===== src/csmp_pkg.sv =====
// ----------------------------------------------------------------------------
// Color span markup parser package
// Field widths, character codes and helpers shared by the parser and its
// checker.
// ----------------------------------------------------------------------------
package csmp_pkg;

  // Default line capacity in visible characters.
  localparam int unsigned MAX_LINE_DEF = 1024;

  // Field widths fixed by the stream format.
  localparam int unsigned CHAR_W  = 16;
  localparam int unsigned INDEX_W = 10;
  localparam int unsigned LEN_W   = 11;
  localparam int unsigned COLOR_W = 24;

  // Output word layout, lowest bit first.
  localparam int unsigned OD_CHAR_LO  = 0;
  localparam int unsigned OD_INDEX_LO = OD_CHAR_LO + CHAR_W;
  localparam int unsigned OD_START_LO = OD_INDEX_LO + INDEX_W;
  localparam int unsigned OD_SLEN_LO  = OD_START_LO + INDEX_W;
  localparam int unsigned OD_COLOR_LO = OD_SLEN_LO + LEN_W;
  localparam int unsigned OD_LLEN_LO  = OD_COLOR_LO + COLOR_W;
  localparam int unsigned OD_USED_W   = OD_LLEN_LO + LEN_W;
  localparam int unsigned OUT_DATA_W  = ((OD_USED_W + 7) / 8) * 8;

  // Output sideband flags.
  localparam int unsigned OU_TEXT  = 0;
  localparam int unsigned OU_SPAN  = 1;
  localparam int unsigned OU_ERROR = 2;
  localparam int unsigned OUT_USER_W = 3;

  // Configuration port.
  localparam int unsigned CFG_ADDR_W = 3;
  localparam int unsigned CFG_DATA_W = 32;
  localparam logic        REG_DEFAULT_COLOR = 1'b0;
  localparam logic [COLOR_W-1:0] DEFAULT_COLOR_RST = 24'hFFFFFF;

  // Character codes used by the markup syntax.
  localparam logic [CHAR_W-1:0] CH_LT    = 16'h003C;
  localparam logic [CHAR_W-1:0] CH_GT    = 16'h003E;
  localparam logic [CHAR_W-1:0] CH_EQ    = 16'h003D;
  localparam logic [CHAR_W-1:0] CH_QUOTE = 16'h0027;
  localparam logic [CHAR_W-1:0] CH_HASH  = 16'h0023;
  localparam logic [CHAR_W-1:0] CH_SLASH = 16'h002F;
  localparam logic [CHAR_W-1:0] CH_D0    = 16'h0030;
  localparam logic [CHAR_W-1:0] CH_D9    = 16'h0039;
  localparam logic [CHAR_W-1:0] CH_LA    = 16'h0061;
  localparam logic [CHAR_W-1:0] CH_LF    = 16'h0066;
  localparam logic [CHAR_W-1:0] CH_LZ    = 16'h007A;
  localparam logic [CHAR_W-1:0] CH_UA    = 16'h0041;
  localparam logic [CHAR_W-1:0] CH_UZ    = 16'h005A;

  // Number of hex digits in a color value.
  localparam logic [2:0] HEX_DIGITS = 3'd6;

  // Moves red from the high byte to the low byte and blue the other way.
  function automatic logic [COLOR_W-1:0] rgb_to_bgr(input logic [COLOR_W-1:0] rgb);
    return {rgb[7:0], rgb[15:8], rgb[23:16]};
  endfunction

endpackage


===== src/color_span_markup_parser_top.sv =====
// ----------------------------------------------------------------------------
// Color span markup parser
// Splits a stream of line characters into visible text and colored spans.
// ----------------------------------------------------------------------------
//
//  Channel  | Direction | Handshake        | Contents
//  ---------+-----------+------------------+------------------------------------
//  in_      | sink      | tvalid / tready  | one character, tlast = end of line
//  out_     | source    | tvalid / tready  | text, span and line results, one
//           |           |                  | word per input word
//  cfg_     | APB slave | psel / penable   | default_color at byte address 0
//
//  The parse step for each input word is a small state transition computed
//  straight from the input word and the parser state, and its result lands
//  in the output register at the same edge that updates the state.
//  A new word is accepted every cycle while the output register is empty or
//  being drained, so throughput is one word a cycle.
//  When the output side stalls, in_tready drops until the waiting word is taken.
//  Reset is synchronous and active low; it returns the parser to plain text at
//  the start of a line and restores the default color to white.
//
module color_span_markup_parser_top #(
  parameter int unsigned MAX_LINE = csmp_pkg::MAX_LINE_DEF
) (
  input  logic                                clk,
  input  logic                                rst_n,
  // Input stream
  input  logic                                in_tvalid,
  output logic                                in_tready,
  input  logic [csmp_pkg::CHAR_W-1:0]         in_tdata,   // [15:0] char_code
  input  logic                                in_tlast,   // last_char
  // Result stream
  output logic                                out_tvalid,
  input  logic                                out_tready,
  // [15:0] text_char, [25:16] text_index, [35:26] span_start,
  // [46:36] span_length, [70:47] span_color, [81:71] line_length, rest zero
  output logic [csmp_pkg::OUT_DATA_W-1:0]     out_tdata,
  // [0] text_valid, [1] span_valid, [2] markup_error
  output logic [csmp_pkg::OUT_USER_W-1:0]     out_tuser,
  output logic                                out_tlast,  // line_done
  // Configuration port
  input  logic                                cfg_psel,
  input  logic                                cfg_penable,
  input  logic                                cfg_pwrite,
  input  logic [csmp_pkg::CFG_ADDR_W-1:0]     cfg_paddr,
  input  logic [csmp_pkg::CFG_DATA_W-1:0]     cfg_pwdata,
  output logic [csmp_pkg::CFG_DATA_W-1:0]     cfg_prdata,
  output logic                                cfg_pready
);
  import csmp_pkg::*;

  // Position counters must hold MAX_LINE itself.
  localparam int unsigned POS_W = $clog2(MAX_LINE + 1);
  localparam logic [POS_W-1:0] POS_LIMIT = POS_W'(MAX_LINE);

  // Parser modes.
  localparam logic [3:0] M_PLAIN = 4'd0;
  localparam logic [3:0] M_RUN   = 4'd1;
  localparam logic [3:0] M_TAG   = 4'd2;
  localparam logic [3:0] M_QUOTE = 4'd3;
  localparam logic [3:0] M_VALUE = 4'd4;
  localparam logic [3:0] M_GT    = 4'd5;
  localparam logic [3:0] M_INNER = 4'd6;
  localparam logic [3:0] M_SLASH = 4'd7;
  localparam logic [3:0] M_CLOSE = 4'd8;
  localparam logic [3:0] M_DROP  = 4'd9;

  // Parser state.
  logic [3:0]         mode_r,      mode_nxt;
  logic [POS_W-1:0]   pos_r,       pos_nxt;
  logic [POS_W-1:0]   run_start_r, run_start_nxt;
  logic [POS_W-1:0]   run_len_r,   run_len_nxt;
  logic [COLOR_W-1:0] color_r,     color_nxt;
  logic [2:0]         vcount_r,    vcount_nxt;
  logic [COLOR_W-1:0] default_color_r;

  // Output register.
  logic                  out_valid_r;
  logic [OUT_DATA_W-1:0] out_data_r, out_data_nxt;
  logic [OUT_USER_W-1:0] out_user_r, out_user_nxt;
  logic                  out_last_r, out_last_nxt;

  // Per-word step signals.
  logic               in_fire;
  logic [CHAR_W-1:0]  ch;
  logic               can_put;
  logic               err;
  logic               text_vld;
  logic [POS_W-1:0]   text_pos;
  logic               span_vld;
  logic [POS_W-1:0]   span_start;
  logic [POS_W-1:0]   span_len;
  logic [COLOR_W-1:0] span_color;
  logic [3:0]         hex_nib;
  logic               hex_ok;
  logic [31:0]        text_pos_ext;
  logic [31:0]        span_start_ext;
  logic [31:0]        span_len_ext;
  logic [31:0]        line_len_ext;
  logic               cfg_wr;

  assign in_tready = !out_valid_r || out_tready;
  assign in_fire   = in_tvalid && in_tready;
  assign ch        = in_tdata;
  assign can_put   = pos_r < POS_LIMIT;

  // Lowercase hex digit decode.
  always_comb begin
    hex_ok  = 1'b0;
    hex_nib = 4'd0;
    if (ch inside {[CH_D0:CH_D9]}) begin
      hex_ok  = 1'b1;
      hex_nib = ch[3:0];
    end else if (ch inside {[CH_LA:CH_LF]}) begin
      hex_ok  = 1'b1;
      hex_nib = 4'(ch[3:0] + 4'd9);
    end
  end

  // One parse step for the word on the input.
  always_comb begin
    mode_nxt      = mode_r;
    pos_nxt       = pos_r;
    run_start_nxt = run_start_r;
    run_len_nxt   = run_len_r;
    color_nxt     = color_r;
    vcount_nxt    = vcount_r;
    err           = 1'b0;
    text_vld      = 1'b0;
    text_pos      = pos_r;
    span_vld      = 1'b0;
    span_start    = run_start_r;
    span_len      = run_len_r;
    span_color    = default_color_r;

    case (mode_r)
      M_PLAIN: begin
        if (ch == CH_LT) begin
          mode_nxt = M_TAG;
        end else if (can_put) begin
          text_vld      = 1'b1;
          pos_nxt       = POS_W'(pos_r + 1'b1);
          run_start_nxt = pos_r;
          run_len_nxt   = POS_W'(1);
          mode_nxt      = M_RUN;
        end else begin
          err = 1'b1;
        end
      end
      M_RUN: begin
        if (ch == CH_LT) begin
          // A markup element closes the plain run in front of it.
          span_vld = 1'b1;
          mode_nxt = M_TAG;
        end else if (can_put) begin
          text_vld    = 1'b1;
          pos_nxt     = POS_W'(pos_r + 1'b1);
          run_len_nxt = POS_W'(run_len_r + 1'b1);
        end else begin
          err = 1'b1;
        end
      end
      M_TAG: begin
        if (ch == CH_EQ) begin
          mode_nxt = M_QUOTE;
        end else if (!(ch inside {[CH_LA:CH_LZ], [CH_UA:CH_UZ]})) begin
          err = 1'b1;
        end
      end
      M_QUOTE: begin
        if (ch == CH_QUOTE) begin
          mode_nxt   = M_VALUE;
          vcount_nxt = 3'd0;
          color_nxt  = '0;
        end else begin
          err = 1'b1;
        end
      end
      M_VALUE: begin
        if (vcount_r == 3'd0) begin
          if (ch == CH_HASH) vcount_nxt = 3'd1;
          else               err = 1'b1;
        end else if (vcount_r <= HEX_DIGITS) begin
          if (hex_ok) begin
            color_nxt  = {color_r[COLOR_W-5:0], hex_nib};
            vcount_nxt = 3'(vcount_r + 1'b1);
          end else begin
            err = 1'b1;
          end
        end else begin
          if (ch == CH_QUOTE) mode_nxt = M_GT;
          else                err = 1'b1;
        end
      end
      M_GT: begin
        if (ch == CH_GT) begin
          mode_nxt      = M_INNER;
          run_start_nxt = pos_r;
          run_len_nxt   = '0;
        end else begin
          err = 1'b1;
        end
      end
      M_INNER: begin
        if (ch == CH_LT) begin
          mode_nxt = M_SLASH;
        end else if (can_put) begin
          text_vld    = 1'b1;
          pos_nxt     = POS_W'(pos_r + 1'b1);
          run_len_nxt = POS_W'(run_len_r + 1'b1);
        end else begin
          err = 1'b1;
        end
      end
      M_SLASH: begin
        if (ch == CH_SLASH) mode_nxt = M_CLOSE;
        else                err = 1'b1;
      end
      M_CLOSE: begin
        if (ch == CH_GT) begin
          span_vld   = 1'b1;
          span_color = rgb_to_bgr(color_r);
          mode_nxt   = M_PLAIN;
        end else begin
          err = 1'b1;
        end
      end
      default: begin
        // Dropping the rest of the line; unused codes behave the same.
      end
    endcase

    if (err) mode_nxt = M_DROP;

    // Line end: flush an open plain run, flag an unfinished element, and
    // report the line length before clearing the line state, element color included.
    out_last_nxt = in_tlast;
    line_len_ext = 32'(pos_nxt);
    if (in_tlast) begin
      if (mode_nxt == M_RUN) begin
        span_vld   = 1'b1;
        span_start = run_start_nxt;
        span_len   = run_len_nxt;
        span_color = default_color_r;
      end else if (mode_nxt != M_PLAIN && mode_nxt != M_DROP) begin
        err = 1'b1;
      end
      mode_nxt      = M_PLAIN;
      pos_nxt       = '0;
      run_start_nxt = '0;
      run_len_nxt   = '0;
      color_nxt     = '0;
      vcount_nxt    = 3'd0;
    end else begin
      line_len_ext = '0;
    end

    text_pos_ext   = text_vld ? 32'(text_pos)   : 32'd0;
    span_start_ext = span_vld ? 32'(span_start) : 32'd0;
    span_len_ext   = span_vld ? 32'(span_len)   : 32'd0;

    out_data_nxt = '0;
    out_data_nxt[OD_CHAR_LO  +: CHAR_W]  = text_vld ? ch : '0;
    out_data_nxt[OD_INDEX_LO +: INDEX_W] = text_pos_ext[INDEX_W-1:0];
    out_data_nxt[OD_START_LO +: INDEX_W] = span_start_ext[INDEX_W-1:0];
    out_data_nxt[OD_SLEN_LO  +: LEN_W]   = span_len_ext[LEN_W-1:0];
    out_data_nxt[OD_COLOR_LO +: COLOR_W] = span_vld ? span_color : '0;
    out_data_nxt[OD_LLEN_LO  +: LEN_W]   = line_len_ext[LEN_W-1:0];

    out_user_nxt           = '0;
    out_user_nxt[OU_TEXT]  = text_vld;
    out_user_nxt[OU_SPAN]  = span_vld;
    out_user_nxt[OU_ERROR] = err;
  end

  // Parser state and output register.
  always_ff @(posedge clk) begin
    if (!rst_n) begin
      mode_r      <= M_PLAIN;
      pos_r       <= '0;
      run_start_r <= '0;
      run_len_r   <= '0;
      color_r     <= '0;
      vcount_r    <= 3'd0;
      out_valid_r <= 1'b0;
    end else begin
      if (in_fire) begin
        mode_r      <= mode_nxt;
        pos_r       <= pos_nxt;
        run_start_r <= run_start_nxt;
        run_len_r   <= run_len_nxt;
        color_r     <= color_nxt;
        vcount_r    <= vcount_nxt;
        out_valid_r <= 1'b1;
      end else if (out_tready) begin
        out_valid_r <= 1'b0;
      end
    end
  end

  // Result payload needs no reset; it is qualified by out_valid_r.
  always_ff @(posedge clk) begin
    if (in_fire) begin
      out_data_r <= out_data_nxt;
      out_user_r <= out_user_nxt;
      out_last_r <= out_last_nxt;
    end
  end

  assign out_tvalid = out_valid_r;
  assign out_tdata  = out_data_r;
  assign out_tuser  = out_user_r;
  assign out_tlast  = out_last_r;

  // Configuration register. The register index is the word address, so the
  // low two address bits are ignored.
  assign cfg_pready = 1'b1;
  assign cfg_wr     = cfg_psel && cfg_penable && cfg_pwrite && cfg_pready;

  always_ff @(posedge clk) begin
    if (!rst_n) begin
      default_color_r <= DEFAULT_COLOR_RST;
    end else if (cfg_wr && cfg_paddr[2] == REG_DEFAULT_COLOR) begin
      default_color_r <= cfg_pwdata[COLOR_W-1:0];
    end
  end

  assign cfg_prdata = (cfg_paddr[2] == REG_DEFAULT_COLOR) ?
                      CFG_DATA_W'(default_color_r) : '0;

endmodule


===== config.mk =====
export PLATFORM = sky130hd
export DESIGN_NAME = color_span_markup_parser_top
export DESIGN_NICKNAME = d
export VERILOG_FILES = /design/src/csmp_pkg.sv /design/src/color_span_markup_parser_top.sv
export SDC_FILE = /design/constraint.sdc
export NUM_CORES = 1
export LEC_CHECK = 0
export ABC_CLOCK_PERIOD_IN_PS = 5500
export BUFFER_PORTS_ARGS = -buffer_cell sky130_fd_sc_hd__buf_4
export CAP_MARGIN = 20
export CORE_AREA = 2 2 135 137
export DETAILED_ROUTE_END_ITERATION = 16
export DIE_AREA = 0 0 137 139
export MAX_ROUTING_LAYER = met4
export PLACE_DENSITY = 0.76
export SYNTH_ARGS = -nofsm -noshare
export SYNTH_HDL_FRONTEND = slang
export SYNTH_SLANG_ARGS = --single-unit
export TNS_END_PERCENT = 10

===== constraint.sdc =====
create_clock -name clk -period 5.5 [get_ports clk]
set_clock_uncertainty 0.2 [all_clocks]
set_input_delay 1.1 -clock clk [delete_from_list [all_inputs] [get_ports clk]]
set_output_delay 1.1 -clock clk [all_outputs]
set_load 0.05 [all_outputs]

==> impl_metrics.ini, run 1 <==
[worst_setup_path]
path_class = in -> reg
cpMostUsedCell = buf_4
critPathMaxStageDelay_ns = 0.70
critical_path.max_fanout = 16
startpoint_type = input port
cpMaxStageDelayCell = or4_1
path_cells = buf_4 -> or4_1 -> or4_4 -> o31a_1 -> o21ai_0 -> nor4b_4 -> and4_1 -> buf_4 -> a21o_1 -> a22o_1
endpoint_kind = flip-flop
timing.rr.end = out_tdata[28]$_SDFFCE_PN0P_
r2r_start = mode_r[2]$_SDFFE_PN0P_
reg2regPathDepth = 9
cp_data_arrival_time_ns = 4.23
r2r_slack_ns = 1.89
crit_required_ns = 5.59

[cells_and_area]
diodes = 0
drive_gt1_frac = 0.213
nNetsFinal = 1064
synthToLayoutAreaGrowth_pct = 21.5
post-route-util = 0.584
n_fill_cell = 1566
final_area_sq_um = 10300

[sta]
timing.final.crit_period_ns = 4.13
min_period_over_period = 0.752
tightest_slew_ns = 1.07
setup_tns_ns = 0
setup_viol = 0
slew_headroom = 0.287
hold_viol_final = 0
max_freq_mhz = 242
slew_viol_final = 0
rsz0062_at_grt = no

[clock_tree]
cts_setup_buffers = 0
cts_buffers = 17
cts_tree = built
clk_pin_slew_worst_paths_ns = 0.07
clkLatencyLatePin_ns = 0.43
cts_buffer_depth = 2
cts_max_level = 4
clock-sinks = 174
root_buffer = clkbuf_16
cts_resized = 0
postCtsHoldBufs = 0

[synth]
netlist_top_cells_count = nand2_1, dfxtp_1, edfxtp_1, and2_1, nor2b_1
synth-edff-count = 86
ys_seq_elements = 174
yosysSeqAreaShare = 0.512
syn_inst = 872
yosys.area.top_type = edfxtp_1
synth.top_cells.by_area = edfxtp_1, dfxtp_1, nand2_1, a22o_1, and2_1
yosysMostFrequentCell = nand2_1
avgSynthCellArea_sq_um = 9.73
synth_top_area_frac = 0.304
synth_area_sq_um = 8490
synthArstFlopShare = 0
ys_warn_count = 0
synth.distinct_cells = 67
synth_flop_cell = dfxtp_1

[min_path]
hold_end = default_color_r[18]$_SDFFE_PN1P_
min_path_type = reg -> reg
hold_path_startpoint = default_color_r[18]$_SDFFE_PN1P_
whs_path_depth = 2

[placement]
dp_hpwl_mm = 13.0
port_buffers = 160
gp_congestion = 0.878
dpl_cell_area_sq_um = 9700

[detailed_routing]
post_drt_wl_per_cell_um = 16.0
postRouteAntennaNets = 0
drc_errors = 0
dr.pass1.iters = 5
wl_mm = 19.8
via_per_inst = 5.50
vias = 6799
drtIter0Drc = 594

[grt]
overflow = 0
grt_pass1_vias = 6267
grt_max_degree = 90
antenna_found_initial = 0
grtUsageTotal = 0.215
grt_first_pass_wirelength_mm = 31.6

[floorplanning]
start_util = 0.481
dieArea_sq_um = 19000
die_h_um = 139
fp.dieW_um = 137
core_sq_um = 17700
row_count = 49
boundaryPins = 186

[pwr]
vdd_drop_max_mv = 0.225
power.leakage_nw = 4.15
p_per_area_nw_per_um2 = 298

[outcome]
status = finished, final reports clean

[job]
max_cap_viol_count = 0
final cells by class:
| class | instances | area (sq um) | area share |
|---|---|---|---|
| Clock buffer | 21 | 472 | 0.0458 |
| Timing Repair Buffer | 170 | 1280 | 0.124 |
| Clock inverter | 11 | 121 | 0.0118 |
| Sequential cell | 174 | 4340 | 0.421 |
| Tap cell | 229 | 287 | 0.0278 |
| Multi-Input combinational cell | 620 | 3760 | 0.364 |
| Inverter | 12 | 47.5 | 0.00461 |
state kept, by name, summed over array words and instances, names as in the netlist:
signal           flops
mode_r               4
color_r             24
out_tdata           82
pos_r               11
out_tlast            1
run_start_r         10
default_color_r     24
vcount_r             3
out_tuser            3
out_tvalid           1
run_len_r           11
metrics by stage:
stage                     std cells  hold slack [ns]  setup slack, ns  power, W
after floorplan                 885            0.256             1.25   0.00177
after global placement         1204            0.266             1.00   0.00189
after detailed placement       1204            0.273            0.968   0.00190
after CTS                      1236            0.284             1.38   0.00309
after global routing           1237            0.295             1.23   0.00318
final                          1237            0.280             1.37   0.00308
layer usage:
metal	vias up	wire, um	GRT usage
li1	3326	-	-
met1	3224	8620	0.273
met2	218	9720	0.343
met3	31	1150	0.0402
met4	0	363	0.0738
met5	-	0	-
report_power, final:
part | internal (W) | switching [W] | total (W) | leakage (nW)
Clock | 0.000677 | 0.000530 | 0.00121 | 0.288
Sequential | 0.00141 | 0.0000205 | 0.00143 | 1.56
Combinational | 0.000127 | 0.000314 | 0.000441 | 2.31
Total | 0.00221 | 0.000865 | 0.00308 | 4.15
kinds of logic after synthesis:
kind of cell    synth area share
other cells             0.000885
fa+ha+maj                 0.0147
compound gates             0.160
buf+inv                   0.0518
mux                      0.00605
flops                      0.512
xor+xnor                  0.0134
simple gates               0.242
worst max-delay path, delay by kind of cell:
family	cells	cell delay [ns]
AND/OR/NAND/NOR	4	1.82
buffers and inverters	2	0.34
AO/OA/AOI/OAI	4	0.95
placed cells by master, fill, tap and decap left out, types with 4 or more instances in the layout:
cell type and instances:
nand4_1 5, nand3b_1 5, xnor2_1 7, a22o_1 43
edfxtp_1 86, nor3_1 9, nor2b_1 60, dfxtp_1 88
a21oi_1 26, clkbuf_16 18, a21boi_0 10, clkinv_4 4
and3_1 7, nand2_1 125, a22oi_1 23, mux2i_1 4
o21ai_0 49, nor4_1 5, buf_4 169, inv_1 11
xor2_1 6, and2_1 60, conb_1 15, a21o_1 5
nor2_1 30, nand2b_1 6, ha_1 10, a31oi_1 10
nand3_1 36, or3_1 6
worst max path at each step:
stage / to / from / slack [ns] / cells past startpoint
CTS: out_tdata[34]$_SDFFCE_PN0P_ / in_tdata[13] / 1.38 / 10
detailed placement: out_tdata[28]$_SDFFCE_PN0P_ / in_tdata[13] / 0.97 / 10
floorplan: run_start_r[0]$_SDFFE_PN0P_ / out_tready / 1.25 / 9
global placement: out_tdata[26]$_SDFFCE_PN0P_ / in_tdata[13] / 1.00 / 10
global route: out_tdata[34]$_SDFFCE_PN0P_ / in_tdata[13] / 1.23 / 10
finish: out_tdata[28]$_SDFFCE_PN0P_ / in_tdata[13] / 1.37 / 10
(Power assumes the default switching activity.)
==> run 2: changes to the inputs <==
--- a/config.mk
+++ b/config.mk
@@ -5,14 +5,14 @@
 export SDC_FILE = /design/constraint.sdc
 export NUM_CORES = 1
 export LEC_CHECK = 0
-export ABC_CLOCK_PERIOD_IN_PS = 5500
+export ABC_CLOCK_PERIOD_IN_PS = 4200
 export BUFFER_PORTS_ARGS = -buffer_cell sky130_fd_sc_hd__buf_4
 export CAP_MARGIN = 20
-export CORE_AREA = 2 2 135 137
+export CORE_AREA = 2 2 128 130
 export DETAILED_ROUTE_END_ITERATION = 16
-export DIE_AREA = 0 0 137 139
+export DIE_AREA = 0 0 130 132
 export MAX_ROUTING_LAYER = met4
-export PLACE_DENSITY = 0.76
+export PLACE_DENSITY = 0.8
 export SYNTH_ARGS = -nofsm -noshare
 export SYNTH_HDL_FRONTEND = slang
 export SYNTH_SLANG_ARGS = --single-unit
==> constraint.sdc (replaced) <==
create_clock -name clk -period 4.2 [get_ports clk]
set_clock_uncertainty 0.2 [all_clocks]
set_input_delay 0.84 -clock clk [delete_from_list [all_inputs] [get_ports clk]]
set_output_delay 0.84 -clock clk [all_outputs]
set_load 0.05 [all_outputs]
==> run 2 against run 1 <==
Largest cell class unchanged. Power rose by 31%. Critical path depth did not move. Cell count did not move. Flip-flop and latch count did not move.
==> impl_metrics.ini, run 2 (synthesized netlist as in run 1, its figures left out) <==
[detailed_routing]
drc_errors = 0
wl_met3_mm = 1.04
drt-met1-wl_mm = 8.09
dr_wl_met2_mm = 10.0
dr.pass1.iters = 5
via_per_inst = 5.52
routed.top_layer = met4
wl_mm = 19.7
vias = 6827
drtIter0Drc = 524
post_drt_wl_per_cell_um = 15.9
postRouteAntennaNets = 0

[cells_and_area]
final_cell_mix = buf_4, nand2_1, dfxtp_1
diodes = 0
final_common_cell = buf_4
n_fill_cell = 1264
regArea_sq_um = 4340
final_area_sq_um = 10400
post-route-util = 0.661
largest_reg_flops = 82
multi_input_area_sq_um = 3760
drive_gt1_frac = 0.224
fin_cells = 1237
synthToLayoutAreaGrowth_pct = 22.4
nNetsFinal = 1077

[floorplanning]
boundaryPins = 186
die_h_um = 132
start_util = 0.540
fp.dieW_um = 130
row_count = 46
dieArea_sq_um = 17200
core_sq_um = 15700

[sta]
setup_tns_ns = 0
timing.final.crit_period_ns = 3.60
slew_headroom = 0.330
setup_viol = 0
max_freq_mhz = 278
tightest_slew_ns = 1.00
slew_viol_final = 0
min_period_over_period = 0.858
rsz0062_at_grt = no
hold_viol_final = 0

[job]
max_cap_viol_count = 0

[worst_setup_path]
r2r_start = mode_r[1]$_SDFFE_PN0P_
timing.rr.end = out_tdata[30]$_SDFFCE_PN0P_
path_class = in -> reg
startpoint_type = input port
cp-startpoint = in_tdata[1]
critical_path.max_fanout = 10
cp_data_arrival_time_ns = 3.71
reg2regPathDepth = 8
worstSetupEndpoint = out_tdata[30]$_SDFFCE_PN0P_
crit_required_ns = 4.31
endpoint_kind = flip-flop
r2r_slack_ns = 0.83

[pwr]
vdd_drop_max_mv = 0.291
power.leakage_nw = 4.22
total_power_w = 0.00404
p_per_area_nw_per_um2 = 389

[clock_tree]
postCtsHoldBufs = 0
cts_tree = built
clkLatencyLatePin_ns = 0.44
cts_max_level = 4
root_buffer = clkbuf_16
cts_buffer_depth = 2
cts_resized = 0
cts_setup_buffers = 0
clock-sinks = 174
cts_buffers = 17
clk_pin_slew_worst_paths_ns = 0.07

[grt]
antenna_found_initial = 0
grt_pass1_vias = 6350
grt_first_pass_wirelength_mm = 31.5
grt_max_degree = 90
overflow = 0
grtUsageTotal = 0.238

[placement]
dp_hpwl_mm = 12.8
dpl_cell_area_sq_um = 9810
port_buffers = 160
placedCellCount = 1205
gp_congestion = 0.924

[min_path]
min_path_type = reg -> reg

[outcome]
status = finished, final reports clean
-- run 2: cell types whose count changed in the layout (fill, tap and decap cells not counted), sizes merged --
cell	change
buf	+13
inv	+5
clkinv	-3
clkbuf	-2
bufinv	+1
clkinvlp	-1
-- run 2: critical path, cell delays in order --
cell and delay [ns]:
buf_4 0.11, ha_1 0.17, or4bb_1 0.54, or4_4 0.48, o31a_1 0.29, o21ai_0 0.11, nor4b_4 0.27, and4_1 0.34
a21o_1 0.37, a22o_1 0.18
-- run 2: final cells by class --
type                            count  area share
Inverter                           12     0.00458
Multi-Input combinational cell    620       0.362
Clock inverter                     13      0.0142
Sequential cell                   174       0.418
Timing Repair Buffer              183       0.133
Clock buffer                       19      0.0417
Tap cell                          216      0.0260
-- run 2: through the flow --
| step | hold slack (ns) | setup slack (ns) |
|---|---|---|
| 6_report | 0.280 | 0.598 |
| 5_1_grt | 0.303 | 0.452 |
| 4_1_cts | 0.284 | 0.621 |
| 3_5_place_dp | 0.273 | 0.200 |
| 3_3_place_gp | 0.264 | 0.215 |
| 2_1_floorplan | 0.256 | 0.213 |
-- run 2: worst min-delay path by stage --
stage,startpoint,depth (start not counted),slack (ns),end
2_1_floorplan,default_color_r[0]$_SDFFE_PN1P_,2,0.26,default_color_r[0]$_SDFFE_PN1P_
3_3_place_gp,default_color_r[3]$_SDFFE_PN1P_,2,0.26,default_color_r[3]$_SDFFE_PN1P_
3_5_place_dp,default_color_r[9]$_SDFFE_PN1P_,2,0.27,default_color_r[9]$_SDFFE_PN1P_
4_1_cts,default_color_r[10]$_SDFFE_PN1P_,2,0.28,default_color_r[10]$_SDFFE_PN1P_
5_1_grt,default_color_r[12]$_SDFFE_PN1P_,2,0.30,default_color_r[12]$_SDFFE_PN1P_
6_report,default_color_r[9]$_SDFFE_PN1P_,2,0.28,default_color_r[9]$_SDFFE_PN1P_
-- run 2: layer usage --
| metal | vias to the layer above | track usage |
|---|---|---|
| met5 | - | - |
| li1 | 3354 | - |
| met3 | 46 | 0.0524 |
| met2 | 243 | 0.395 |
| met4 | 0 | 0.0950 |
| met1 | 3184 | 0.278 |
-- run 2: where the power goes --
| part | switching [W] | internal, W |
|---|---|---|
| clock | 0.000695 | 0.000891 |
| combinational | 0.000415 | 0.000171 |
| sequential | 0.0000229 | 0.00184 |
| total | 0.00113 | 0.00291 |
